### src/hdl/epf_pkg.sv
// Shared types and constants for the escaped packet framer.
// Holds the register map, controller/datapath command and status structs,
// and the controller state type. No dependencies.
`default_nettype none

package epf_pkg;

    // Buffer half capacity and payload limit of this build
    localparam int unsigned BUFFER_BYTES      = 16384;
    localparam int unsigned MAX_PAYLOAD_BYTES = 8;

    // Usable size can never exceed what the 15-bit size register holds
    localparam logic [14:0] BUF_LIMIT =
        15'((BUFFER_BYTES > 32767) ? 32767 : BUFFER_BYTES);
    localparam logic [3:0]  PAYLOAD_MAX =
        4'((MAX_PAYLOAD_BYTES < 8) ? MAX_PAYLOAD_BYTES : 8);

    // Header bytes: timestamp (4) plus frame id (2)
    localparam logic [3:0]  HDR_BYTES = 4'd6;

    // Stream widths
    localparam int unsigned S_TDATA_W = 120;
    localparam int unsigned M_TDATA_W = 24;
    localparam int unsigned M_TUSER_W = 2;

    // Register map (word index into APB space)
    typedef enum logic [1:0] {
        REG_BUFFER_SIZE   = 2'd0,
        REG_START_MARKER  = 2'd1,
        REG_ESCAPE_MARKER = 2'd2,
        REG_ESCAPE_MASK   = 2'd3
    } reg_idx_t;

    typedef struct packed {
        logic [14:0] buffer_size;
        logic [7:0]  start_marker;
        logic [7:0]  escape_marker;
        logic [7:0]  escape_mask;
    } cfg_t;

    // What the datapath places in the output register this cycle
    typedef enum logic [2:0] {
        EMIT_NONE,
        EMIT_START,
        EMIT_ESC,
        EMIT_BYTE,
        EMIT_XOR,
        EMIT_SWAP,
        EMIT_REJECT
    } emit_t;

    typedef struct packed {
        logic  load;
        emit_t emit;
    } ctrl_cmd_t;

    typedef struct packed {
        logic is_swap;
        logic reject;
        logic cur_esc;
        logic last_byte;
        logic out_free;
    } ctrl_status_t;

    typedef enum logic [1:0] {
        ST_IDLE,
        ST_CHECK,
        ST_BYTE,
        ST_XOR
    } state_t;

endpackage

`default_nettype wire

### src/hdl/epf_regs.sv
// APB configuration registers of the escaped packet framer.
// Depends on epf_pkg for the register map and cfg_t.
`default_nettype none

module epf_regs import epf_pkg::*; (
    input  wire logic        aclk,
    input  wire logic        aresetn,
    input  wire logic        psel,
    input  wire logic        penable,
    input  wire logic        pwrite,
    input  wire logic [3:0]  paddr,
    input  wire logic [31:0] pwdata,
    output logic      [31:0] prdata,
    output logic             pready,
    output cfg_t             cfg
);

    cfg_t     cfg_reg;
    cfg_t     cfg_next;
    reg_idx_t idx;
    logic     wr_en;

    assign idx    = reg_idx_t'(paddr[3:2]);
    assign wr_en  = psel & penable & pwrite;
    assign pready = 1'b1;
    assign cfg    = cfg_reg;

    // Write decode
    always_comb begin
        cfg_next = cfg_reg;
        if (wr_en) begin
            unique case (idx)
                REG_BUFFER_SIZE:   cfg_next.buffer_size   = pwdata[14:0];
                REG_START_MARKER:  cfg_next.start_marker  = pwdata[7:0];
                REG_ESCAPE_MARKER: cfg_next.escape_marker = pwdata[7:0];
                REG_ESCAPE_MASK:   cfg_next.escape_mask   = pwdata[7:0];
                default:           cfg_next = cfg_reg;
            endcase
        end
    end

    always_ff @(posedge aclk) begin
        if (!aresetn) begin
            cfg_reg.buffer_size   <= 15'd16384;
            cfg_reg.start_marker  <= 8'd126;
            cfg_reg.escape_marker <= 8'd125;
            cfg_reg.escape_mask   <= 8'd32;
        end else begin
            cfg_reg <= cfg_next;
        end
    end

    // Read mux
    always_comb begin
        unique case (idx)
            REG_BUFFER_SIZE:   prdata = {17'd0, cfg_reg.buffer_size};
            REG_START_MARKER:  prdata = {24'd0, cfg_reg.start_marker};
            REG_ESCAPE_MARKER: prdata = {24'd0, cfg_reg.escape_marker};
            REG_ESCAPE_MASK:   prdata = {24'd0, cfg_reg.escape_mask};
            default:           prdata = 32'd0;
        endcase
    end

endmodule

`default_nettype wire

### src/hdl/epf_ctrl.sv
// Controller state machine of the escaped packet framer.
// Sequences check, start byte and stuffed bytes; depends on epf_pkg.
`default_nettype none

module epf_ctrl import epf_pkg::*; (
    input  wire logic   aclk,
    input  wire logic   aresetn,
    input  wire logic   in_valid,
    output logic        in_ready,
    input  ctrl_status_t status,
    output ctrl_cmd_t    cmd
);

    state_t state_reg;
    state_t state_next;

    always_ff @(posedge aclk) begin
        if (!aresetn) begin
            state_reg <= ST_IDLE;
        end else begin
            state_reg <= state_next;
        end
    end

    // Next state
    always_comb begin
        state_next = state_reg;
        unique case (state_reg)
            ST_IDLE: begin
                if (in_valid) state_next = ST_CHECK;
            end
            ST_CHECK: begin
                if (status.out_free) begin
                    if (status.is_swap || status.reject) state_next = ST_IDLE;
                    else                                 state_next = ST_BYTE;
                end
            end
            ST_BYTE: begin
                if (status.out_free) begin
                    if (status.cur_esc)        state_next = ST_XOR;
                    else if (status.last_byte) state_next = ST_IDLE;
                    else                       state_next = ST_BYTE;
                end
            end
            ST_XOR: begin
                if (status.out_free) begin
                    state_next = status.last_byte ? ST_IDLE : ST_BYTE;
                end
            end
            default: state_next = ST_IDLE;
        endcase
    end

    // Outputs
    always_comb begin
        in_ready = 1'b0;
        cmd.load = 1'b0;
        cmd.emit = EMIT_NONE;
        unique case (state_reg)
            ST_IDLE: begin
                in_ready = 1'b1;
                cmd.load = in_valid;
            end
            ST_CHECK: begin
                if (status.out_free) begin
                    priority if (status.is_swap) cmd.emit = EMIT_SWAP;
                    else if (status.reject)     cmd.emit = EMIT_REJECT;
                    else                        cmd.emit = EMIT_START;
                end
            end
            ST_BYTE: begin
                if (status.out_free) cmd.emit = status.cur_esc ? EMIT_ESC : EMIT_BYTE;
            end
            ST_XOR: begin
                if (status.out_free) cmd.emit = EMIT_XOR;
            end
            default: cmd.emit = EMIT_NONE;
        endcase
    end

endmodule

`default_nettype wire

### src/hdl/epf_datapath.sv
// Datapath of the escaped packet framer: item latch, byte shifter,
// fill level, write side and output register. Depends on epf_pkg.
`default_nettype none

module epf_datapath import epf_pkg::*; (
    input  wire logic                   aclk,
    input  wire logic                   aresetn,
    input  cfg_t                        cfg,
    input  wire logic                   in_req_type,
    input  wire logic [31:0]            in_timestamp,
    input  wire logic [15:0]            in_frame_id,
    input  wire logic [63:0]            in_payload,
    input  wire logic [3:0]             in_payload_bytes,
    input  ctrl_cmd_t                   cmd,
    output ctrl_status_t                status,
    output logic                        out_valid,
    input  wire logic                   out_ready,
    output logic                        out_write_enable,
    output logic                        out_buffer_side,
    output logic [13:0]                 out_write_offset,
    output logic [7:0]                  out_byte,
    output logic                        out_status,
    output logic                        out_last
);

    // Item latch
    logic         swap_reg;
    logic [111:0] seq_reg;
    logic [111:0] seq_next;
    logic [3:0]   cnt_reg;
    logic [3:0]   cnt_next;

    // Framer state
    logic [14:0]  fill_reg;
    logic [14:0]  fill_next;
    logic         side_reg;
    logic         side_next;

    // Output register
    logic         ovalid_reg;
    logic         ovalid_next;
    logic         owe_reg,   owe_next;
    logic         oside_reg, oside_next;
    logic [13:0]  ooff_reg,  ooff_next;
    logic [7:0]   obyte_reg, obyte_next;
    logic         ost_reg,   ost_next;
    logic         olast_reg, olast_next;

    logic [3:0]   n_clamp;
    logic [5:0]   pl_shift;
    logic [63:0]  pl_aligned;
    logic [7:0]   cur_byte;
    logic [14:0]  size_eff;
    logic [4:0]   need;
    logic [15:0]  fill_end;
    logic         advance;

    // Align payload so byte n-1 sits at the top
    assign n_clamp    = (in_payload_bytes > PAYLOAD_MAX) ? PAYLOAD_MAX : in_payload_bytes;
    assign pl_shift   = {3'(4'd8 - n_clamp), 3'd0};
    assign pl_aligned = in_payload << pl_shift;

    assign cur_byte = seq_reg[111:104];

    // Worst-case space check: (7+n)*2 against size minus fill
    assign size_eff = (cfg.buffer_size < BUF_LIMIT) ? cfg.buffer_size : BUF_LIMIT;
    assign need     = {cnt_reg + 4'd1, 1'b0};
    assign fill_end = {1'b0, fill_reg} + 16'(need);

    assign status.is_swap   = swap_reg;
    assign status.reject    = fill_end > {1'b0, size_eff};
    assign status.cur_esc   = (cur_byte == cfg.start_marker) ||
                              (cur_byte == cfg.escape_marker);
    assign status.last_byte = (cnt_reg == 4'd1);
    assign status.out_free  = !ovalid_reg || out_ready;

    // Item latch and byte shifter
    assign advance = (cmd.emit == EMIT_BYTE) || (cmd.emit == EMIT_XOR);

    always_comb begin
        seq_next = seq_reg;
        cnt_next = cnt_reg;
        if (cmd.load) begin
            seq_next = {in_timestamp, in_frame_id, pl_aligned};
            cnt_next = HDR_BYTES + n_clamp;
        end else if (advance) begin
            seq_next = {seq_reg[103:0], 8'd0};
            cnt_next = cnt_reg - 4'd1;
        end
    end

    always_ff @(posedge aclk) begin
        seq_reg <= seq_next;
        cnt_reg <= cnt_next;
        if (cmd.load) swap_reg <= in_req_type;
    end

    // Result formation and state update
    always_comb begin
        fill_next   = fill_reg;
        side_next   = side_reg;
        owe_next    = 1'b1;
        oside_next  = side_reg;
        ooff_next   = fill_reg[13:0];
        obyte_next  = 8'd0;
        ost_next    = 1'b0;
        olast_next  = 1'b0;
        ovalid_next = out_ready ? 1'b0 : ovalid_reg;
        unique case (cmd.emit)
            EMIT_NONE: begin
                owe_next = owe_reg;
                oside_next = oside_reg;
                ooff_next = ooff_reg;
                obyte_next = obyte_reg;
                ost_next = ost_reg;
                olast_next = olast_reg;
            end
            EMIT_START: begin
                obyte_next  = cfg.start_marker;
                fill_next   = fill_reg + 15'd1;
                ovalid_next = 1'b1;
            end
            EMIT_ESC: begin
                obyte_next  = cfg.escape_marker;
                fill_next   = fill_reg + 15'd1;
                ovalid_next = 1'b1;
            end
            EMIT_BYTE: begin
                obyte_next  = cur_byte;
                olast_next  = status.last_byte;
                fill_next   = fill_reg + 15'd1;
                ovalid_next = 1'b1;
            end
            EMIT_XOR: begin
                obyte_next  = cur_byte ^ cfg.escape_mask;
                olast_next  = status.last_byte;
                fill_next   = fill_reg + 15'd1;
                ovalid_next = 1'b1;
            end
            EMIT_SWAP: begin
                side_next   = ~side_reg;
                fill_next   = 15'd0;
                owe_next    = 1'b0;
                oside_next  = ~side_reg;
                ooff_next   = 14'd0;
                olast_next  = 1'b1;
                ovalid_next = 1'b1;
            end
            EMIT_REJECT: begin
                owe_next    = 1'b0;
                ost_next    = 1'b1;
                olast_next  = 1'b1;
                ovalid_next = 1'b1;
            end
            default: ovalid_next = ovalid_reg;
        endcase
    end

    always_ff @(posedge aclk) begin
        if (!aresetn) begin
            fill_reg   <= 15'd0;
            side_reg   <= 1'b0;
            ovalid_reg <= 1'b0;
        end else begin
            fill_reg   <= fill_next;
            side_reg   <= side_next;
            ovalid_reg <= ovalid_next;
        end
    end

    always_ff @(posedge aclk) begin
        owe_reg   <= owe_next;
        oside_reg <= oside_next;
        ooff_reg  <= ooff_next;
        obyte_reg <= obyte_next;
        ost_reg   <= ost_next;
        olast_reg <= olast_next;
    end

    assign out_valid        = ovalid_reg;
    assign out_write_enable = owe_reg;
    assign out_buffer_side  = oside_reg;
    assign out_write_offset = ooff_reg;
    assign out_byte         = obyte_reg;
    assign out_status       = ost_reg;
    assign out_last         = olast_reg;

endmodule

`default_nettype wire

### src/hdl/escaped_packet_framer.sv
// Escaped packet framer top level: stream ports, APB registers.
// Instantiates epf_regs, epf_ctrl and epf_datapath; depends on epf_pkg.
//
// Each slave transaction is one request. An append request frames a packet
// (start byte, timestamp, frame id, then payload bytes, most significant
// first, with start and escape bytes stuffed) into the current buffer half,
// one master transaction per written byte, tagged with its offset; the
// packet is rejected with a single status transaction when (7+n)*2 bytes are
// not free. A swap request flips the buffer half, clears the fill level and
// returns one transaction. One request is in flight at a time: it is accepted
// in the idle state, the space check shares its state with the first output
// transaction, and each further byte follows from the controller feeding the
// single output register, which holds while m_axis_tready is low.
`default_nettype none

module escaped_packet_framer import epf_pkg::*; (
    input  wire logic                  aclk,
    input  wire logic                  aresetn,
    // Request stream
    input  wire logic                  s_axis_tvalid,
    output logic                       s_axis_tready,
    // [31:0] timestamp, [47:32] frame_id, [111:48] payload,
    // [115:112] payload_bytes, [119:116] zero
    input  wire logic [S_TDATA_W-1:0]  s_axis_tdata,
    // [0] req_type
    input  wire logic                  s_axis_tuser,
    // Framed byte stream
    output logic                       m_axis_tvalid,
    input  wire logic                  m_axis_tready,
    // [0] buffer_side, [14:1] write_offset, [22:15] out_byte, [23] zero
    output logic [M_TDATA_W-1:0]       m_axis_tdata,
    // [0] write_enable, [1] status
    output logic [M_TUSER_W-1:0]       m_axis_tuser,
    output logic                       m_axis_tlast,
    // Configuration
    input  wire logic                  psel,
    input  wire logic                  penable,
    input  wire logic                  pwrite,
    input  wire logic [3:0]            paddr,
    input  wire logic [31:0]           pwdata,
    output logic      [31:0]           prdata,
    output logic                       pready
);

    cfg_t         cfg;
    ctrl_cmd_t    cmd;
    ctrl_status_t status;

    logic         o_we;
    logic         o_side;
    logic [13:0]  o_off;
    logic [7:0]   o_byte;
    logic         o_st;

    epf_regs u_regs (
        .aclk    (aclk),
        .aresetn (aresetn),
        .psel    (psel),
        .penable (penable),
        .pwrite  (pwrite),
        .paddr   (paddr),
        .pwdata  (pwdata),
        .prdata  (prdata),
        .pready  (pready),
        .cfg     (cfg)
    );

    epf_ctrl u_ctrl (
        .aclk     (aclk),
        .aresetn  (aresetn),
        .in_valid (s_axis_tvalid),
        .in_ready (s_axis_tready),
        .status   (status),
        .cmd      (cmd)
    );

    epf_datapath u_dp (
        .aclk             (aclk),
        .aresetn          (aresetn),
        .cfg              (cfg),
        .in_req_type      (s_axis_tuser),
        .in_timestamp     (s_axis_tdata[31:0]),
        .in_frame_id      (s_axis_tdata[47:32]),
        .in_payload       (s_axis_tdata[111:48]),
        .in_payload_bytes (s_axis_tdata[115:112]),
        .cmd              (cmd),
        .status           (status),
        .out_valid        (m_axis_tvalid),
        .out_ready        (m_axis_tready),
        .out_write_enable (o_we),
        .out_buffer_side  (o_side),
        .out_write_offset (o_off),
        .out_byte         (o_byte),
        .out_status       (o_st),
        .out_last         (m_axis_tlast)
    );

    assign m_axis_tdata = {1'b0, o_byte, o_off, o_side};
    assign m_axis_tuser = {o_st, o_we};

endmodule

`default_nettype wire

### config.mk
export PLATFORM = sky130hd
export DESIGN_NAME = escaped_packet_framer
export DESIGN_NICKNAME = d
export VERILOG_FILES = /design/src/hdl/epf_pkg.sv /design/src/hdl/epf_regs.sv /design/src/hdl/epf_ctrl.sv /design/src/hdl/epf_datapath.sv /design/src/hdl/escaped_packet_framer.sv
export SDC_FILE = /design/constraint.sdc
export NUM_CORES = 1
export LEC_CHECK = 0
export BUFFER_PORTS_ARGS = -buffer_cell sky130_fd_sc_hd__buf_4
export CAP_MARGIN = 20
export CORE_MARGIN = 3
export CORE_UTILIZATION = 50
export CTS_CLUSTER_SIZE = 14
export DETAILED_ROUTE_END_ITERATION = 10
export HOLD_SLACK_MARGIN = 0.15
export PLACE_DENSITY_LB_ADDON = 0.12
export SLEW_MARGIN = 20
export SYNTH_ARGS = -nofsm -noshare
export SYNTH_HDL_FRONTEND = slang
export SYNTH_SLANG_ARGS = --single-unit
export TNS_END_PERCENT = 5
### constraint.sdc
create_clock -name aclk -period 4.2 [get_ports aclk]
set_input_delay 0.63 -clock aclk [delete_from_list [all_inputs] [get_ports aclk]]
set_output_delay 0.63 -clock aclk [all_outputs]
set_load 0.05 [all_outputs]
# ---- Yosys cells after proc, flatten, opt, wreduce, memory -nomap -nowiden
# Index checks and enable logic that the tools add are counted.
dict set report op_classes {
  addsub 6
  mul 0
  n_div 0
  magnitude_cmp 3
  eq_ne 20
  n_shift 1
  n_mux 33
  bitwise 4
  n_reduce_logical 21
}
# cell count
set ops {}
lappend ops {{$mux W112} 2}
lappend ops {{$pmux W32 S4} 1}
lappend ops {{$shl A64 B6 Y64} 1}
lappend ops {{$pmux W8 S5} 1}
lappend ops {{$pmux W15 S2} 1}
lappend ops {{$pmux W14 S2} 1}
lappend ops {{$add A15 B5 Y16} 1}
lappend ops {{$eq A8 B8 Y1} 2}
lappend ops {{$gt A16 B15 Y1} 1}
lappend ops {{$add A15 B1 Y15 const B} 1}
lappend ops {{$lt A15 B15 Y1 const B} 1}
lappend ops {{$mux W15} 1}
lappend ops {{$mux W3} 5}
lappend ops {{$mux W2} 7}
lappend ops {{$mux W4} 3}
lappend ops {{$ne A2 B2 Y1 const B} 5}
lappend ops {{$reduce_and A2 Y1} 5}
lappend ops {{$eq A3 B3 Y1 const B} 3}
lappend ops {{$pmux W3 S3} 1}
lappend ops {{$eq A2 B2 Y1 const B} 4}
lappend ops {{$pmux W1 S2} 4}
lappend ops {{$pmux W2 S4} 1}
lappend ops {{$xor A8 B8 Y8} 1}
lappend ops {{$eq A3 B2 Y1 const B} 2}
lappend ops {{other kinds (21)} 33}
dict set report word_totals {
  register_bits 201
  latchBits 0
  ramBits 0
  rom_bits 0
  inputBits 164
  output_inout_bits 62
  wordCells 105
  mem_count 0
}

# ---- Logic depth before layout (Yosys ltp)
dict set report logic_depth {
  depth_word 11
  depth_mapped 18
  ltp_nobuf 17
}

# ---- Cells and area by module
# Synthesis repeated with hierarchy kept, for this count alone.
dict set report unflattened {
  hier_cells 997
  hier_area_um2 11377.2
}
# module instances cells_each area_per_inst_um2 seq_area_each_um2
set modules_own_cells {}
lappend modules_own_cells {epf_datapath 1 770 9231.4 4634.4}
lappend modules_own_cells {epf_regs 1 198 1943.1 780.7}
lappend modules_own_cells {epf_ctrl 1 24 168.9 40.0}
lappend modules_own_cells {escaped_packet_framer 1 5 33.8 0.0}

# ---- Least setup slack after synthesis
# Ideal clock, no wire load.
dict set report synth_path {
  path_type {flip-flop to flip-flop}
  from {reg u_ctrl.state_reg[0]}
  to {reg u_dp.cnt_reg[0], enable pin}
  setup_ps 479
  arrival_ps 4475
  required_ps 3721
  slack_ps -754
  path_stages_with_launch 7
  path_buffers 3
  period_less_slack_ps 4954
  cell_sequence {dfxtp_1 > nor2_1 > nand2_1 > clkbuf_1 > clkbuf_1 > buf_1 > nand2_1}
}
dict set report synth_between {
  elab_chain_len 5
  word_cells_on_any_way 10
  cone_classes {5 x eq/ne; 2 x mux; 3 x reduce/logical}
}
# element line_no
set synth_rtl {}
lappend synth_rtl {{start, declared} epf_ctrl.sv:14} ;# state_t state_reg;
lappend synth_rtl {{start signal, assigned} epf_ctrl.sv:21} ;# state_reg <= state_next;
lappend synth_rtl {{$eq A2 B2 Y1 / $eq A2 B1 Y1 (equally long branches)} epf_ctrl.sv:59} ;# unique case (state_reg)
lappend synth_rtl {{$pmux W3 S3} epf_ctrl.sv:59}
lappend synth_rtl {{$eq A3 B2 Y1 / $eq A3 B3 Y1 (equally long branches)} epf_datapath.sv:78} ;# assign advance = (cmd.emit == EMIT_BYTE) || (cmd.emit == EMIT_XOR);
lappend synth_rtl {{$logic_or A1 B1 Y1} epf_datapath.sv:78}
lappend synth_rtl {{$reduce_bool A2 Y1 (no line) *} n/a}
lappend synth_rtl {{end signal, assigned} epf_datapath.sv:94} ;# cnt_reg <= cnt_next;
lappend synth_rtl {{end, declared} epf_datapath.sv:30} ;# logic [3:0] cnt_reg;
# Every way passes the cells marked *; elsewhere a longest branch is shown, timed or not.
# A chain may end at the register's enable or synchronous reset.

# ---- Worst setup path after layout
dict set report layout_path {
  from {reg u_dp.cnt_reg[1]}
  to {reg u_dp.fill_reg[14]}
}
dict set report layout_between {
  elab_chain_len 10
  word_cells_on_any_way 15
  cone_classes {2 x add/sub; 1 x order compare; 5 x eq/ne; 5 x mux; 2 x reduce/logical}
}
# element line_no
set layout_rtl {}
lappend layout_rtl {{$add A4 B1 Y4 *} epf_datapath.sv:67} ;# assign need = {cnt_reg + 4'd1, 1'b0};
lappend layout_rtl {{$add A15 B5 Y16 *} epf_datapath.sv:68} ;# assign fill_end = {1'b0, fill_reg} + 16'(need);
lappend layout_rtl {{$gt A16 B15 Y1 *} epf_datapath.sv:71} ;# assign status.reject = fill_end > {1'b0, size_eff};
lappend layout_rtl {{$mux W3 *} epf_ctrl.sv:67} ;# else if (status.reject) cmd.emit = EMIT_REJECT;
lappend layout_rtl {{$mux W3 *} epf_ctrl.sv:66} ;# priority if (status.is_swap) cmd.emit = EMIT_SWAP;
lappend layout_rtl {{$mux W3 *} epf_ctrl.sv:65} ;# if (status.out_free) begin
lappend layout_rtl {{$pmux W3 S3 *} epf_ctrl.sv:59}
lappend layout_rtl {{$eq A3 B1 Y1 (tied with other cells)} epf_datapath.sv:109} ;# unique case (cmd.emit)
lappend layout_rtl {{$reduce_or A4 Y1 (no line)} n/a}
lappend layout_rtl {{$pmux W15 S2 / $reduce_bool A2 Y1 (equally long branches)} n/a}
lappend layout_rtl {{end signal, assigned} epf_datapath.sv:165} ;# fill_reg <= fill_next;
lappend layout_rtl {{end, declared} epf_datapath.sv:34} ;# logic [14:0] fill_reg;
# Marks and branches as above.

==> flow_metrics.env <==
export IMPL_die_area_um2=24200
export IMPL_first_pass_iters=5
export IMPL_critPathKind="reg2reg"
export IMPL_tightest_slew_ns=1.10
export IMPL_p_comb_share_pct=22.3
export IMPL_drt_wl_total_mm=27.9
export IMPL_slew_viol_final=0
export IMPL_seq_power_share_pct=45.0
export IMPL_yosysSeqAreaShare_pct=48.8
export IMPL_grt_first_pass_wirelength_mm=43.8
export IMPL_hold_viol_final=0
export IMPL_ys_flop_type="edfxtp_1"
export IMPL_slowest_delay_ns=0.41
export IMPL_overflow=0
export IMPL_cp_startpoint="u_dp.cnt_reg[1]"
export IMPL_start_util_pct=51.1
export IMPL_max_freq_mhz=253
export IMPL_crit_arrival_ns=4.34
export IMPL_core_area_um2=21900
export IMPL_mostFrequentLayoutCells="265 x nand2_1, 214 x buf_4, 143 x edfxtp_1, 82 x mux2i_1, 58 x dfxtp_1"
export IMPL_track_usage_pct=22.3
export IMPL_drt_iter0_markers=603
export IMPL_critical_path_buf_inv_count=6
export IMPL_cts_tree="done"
export IMPL_fin_skew_ns=0.0158
export IMPL_synth_ff_latch_count=201
export IMPL_synth_area_per_cell_um2=9.97
export IMPL_cts_num_sinks=201
export IMPL_largest_reg_flops=112
export IMPL_portBuffers=183
export IMPL_fp_dieW_um=156
export IMPL_dpl_instance_area_um2=12800
export IMPL_slowest_stage="edfxtp_1"
export IMPL_vdd_drop_max_mv=0.412
export IMPL_routed_wl_met3_mm=1.88
export IMPL_p_int_mw=3.99
export IMPL_required_ns=4.58
export IMPL_wl_per_cell_um=17.6
export IMPL_cts_hold_buf=0
export IMPL_hp_start="s_axis_tuser"
export IMPL_clk_pin_slew_ns=0.06
export IMPL_layout_commonest_cell="nand2_1"
export IMPL_swShare_pct=29.3
export IMPL_ios=226
export IMPL_leakagePower_nw=5.57
export IMPL_antenna_found_initial=0
export IMPL_status="finished clean"
export IMPL_setup_tns_ns=0
export IMPL_max_slew_margin_pct=26.6
export IMPL_area_growth_pct=21.4
export IMPL_yosysWarnings=0
export IMPL_drv_cap=0
export IMPL_min_period_ns=3.96
export IMPL_viasPerCell=5.54
export IMPL_cpLargestDelayFamily="adder cells"
export IMPL_nets=1478
export IMPL_numCtsBuffers=23
export IMPL_crit_chain="inv_2 -> ha_4 -> buf_4 -> inv_1 -> fa_1 -> nand2b_4 -> a21oi_4 -> nand3_1 -> xnor2_1 -> ha_1 -> and4_4 -> nand4_1 -> buf_4 -> nor2b_2 -> a2bb2oi_4 -> buf_4 -> a311oi_2 -> buf_4 -> o21ai_0 -> o41ai_1"
export IMPL_final_area_um2=13600
export IMPL_clock_power_share_pct=32.7
export IMPL_powerDensity_nw_per_um2=416
export IMPL_met1_length_mm=12.1
export IMPL_wl_met2_mm=13.1
export IMPL_antenna_cells=0
export IMPL_cts_buffer_depth=3
export IMPL_min_period_over_period_pct=94.2
export IMPL_drt_antenna_violating_nets=0
export IMPL_vias=8763
export IMPL_synth_cells=1121
export IMPL_worst_setup_path_end_kind="flop"
export IMPL_drc=0
export IMPL_rsz0062_at_grt="false"
export IMPL_worstHoldPathType="in2reg"
export IMPL_h_tree_depth=1
export IMPL_p_switching_mw=1.65
export IMPL_syn_area_um2=11200
export IMPL_rows=54
export IMPL_grt_pass1_vias=8394
export IMPL_grt_max_degree=68
export IMPL_setup_viol=0
export IMPL_die_h_um=156
export IMPL_r2r_start="u_dp.cnt_reg[1]"
export IMPL_gp_congestion=0.881
export IMPL_power_mw=5.65
export IMPL_cts_root_buf="clkbuf_16"
export IMPL_ys_async_sr_fraction_pct=0
export IMPL_dpl_hpwl_mm=19.4
export IMPL_synth_edf_count=143
export IMPL_startpoint_type="flop"
export IMPL_crit_top_cell="buf_4"
export IMPL_synthDistinctLibCells=53
export IMPL_layout_drive_gt1_share_pct=22.1
export IMPL_clk_insertion_delay_late_ns=0.50
export IMPL_critPathMaxFanout=12
export IMPL_top_layer_used="met4"
power groups by stage:
stage               Sequential, mW  Combinational, mW  Clock (mW)
floorplan                     2.65              0.763           0
global placement              2.57               1.22           0
detailed placement            2.58               1.24           0
CTS                           2.54               1.24        1.89
global route                  2.56               1.38        1.97
finish                        2.54               1.26        1.84
layer usage:
| metal | vias to the layer above | global-route usage [%] |
|---|---|---|
| met3 | 46 | 3.72 |
| li1 | 4305 | - |
| met2 | 278 | 36.5 |
| met4 | 0 | 6.09 |
| met1 | 4134 | 31.1 |
| met5 | - | 0 |
cell usage after synthesis (5+ instances only):
cell,number,area [um2]
ha_1,25,313
nor3_1,14,70.1
buf_2,11,55.1
edfxtp_1,143,4290
a22o_1,24,210
nor2b_1,6,37.5
a211oi_1,34,255
nand2b_1,6,37.5
mux4_2,16,360
buf_1,5,18.8
nor2_1,47,176
nand4_1,8,50.1
nand2_1,267,1000
xor2_1,18,158
a31oi_1,9,56.3
and2_1,36,225
inv_1,15,56.3
o31ai_1,6,45.0
nand3_1,26,130
xnor2_1,26,228
o21ai_1,8,40.0
clkbuf_1,49,184
buf_4,25,188
a21oi_1,48,240
a221o_1,8,80.1
dfxtp_1,58,1160
mux2i_1,82,821
o21ai_0,51,255
and3_1,18,113
cells by family (layout without fill, tap and decap cells):
group,Yosys count,count (layout),share of synthesized area (%)
muxes,98,98,10.6
adders and majority gates,26,26,2.98
DFF,201,201,48.8
AOI/OAI and AO/OA,207,207,12.5
other,2,19,0.0672
and+or+nand+nor,436,436,17.1
buffers and inverters,107,272,4.63
xor gates and xnor gates,44,44,3.45
final timing paths:
check                           slack (ns)  cells past startpoint                end
worst max-delay path                  0.24                     20  u_dp.fill_reg[14]
worst min-delay path                  0.31                      1      u_dp.swap_reg
worst max register to register        0.24                     20  u_dp.fill_reg[14]
worst min register to register        0.47                      2     u_regs.cfg[33]
what timing repair did:
action,CTS,global route
endpoints found under the hold margin,0,0
buffers inserted,0,5
resized for setup,0,11
endpoints found under the setup margin,0,23
layout make-up:
cell class | instances | area [um2]
Tap cell | 280 | 350
Inverter | 15 | 56.3
Timing Repair Buffer | 217 | 1670
Clock buffer | 29 | 598
Fill cell | 1845 | 8320
Multi-Input combinational cell | 830 | 5370
Sequential cell | 201 | 5460
Clock inverter | 11 | 80.1
stage by stage:
step                      worst slack (ns)  utilization (%)  hold WS [ns]  cells
after floorplan                      0.327                -         0.442   1138
after global placement               0.283             58.5         0.456   1538
after detailed placement             0.140             58.6         0.465   1538
after CTS                            0.115             61.7         0.293   1578
after global routing                0.0107             62.0         0.296   1583
final                                0.245             62.0         0.310   1583
Note: power is estimated with default switching activity, not from simulation.
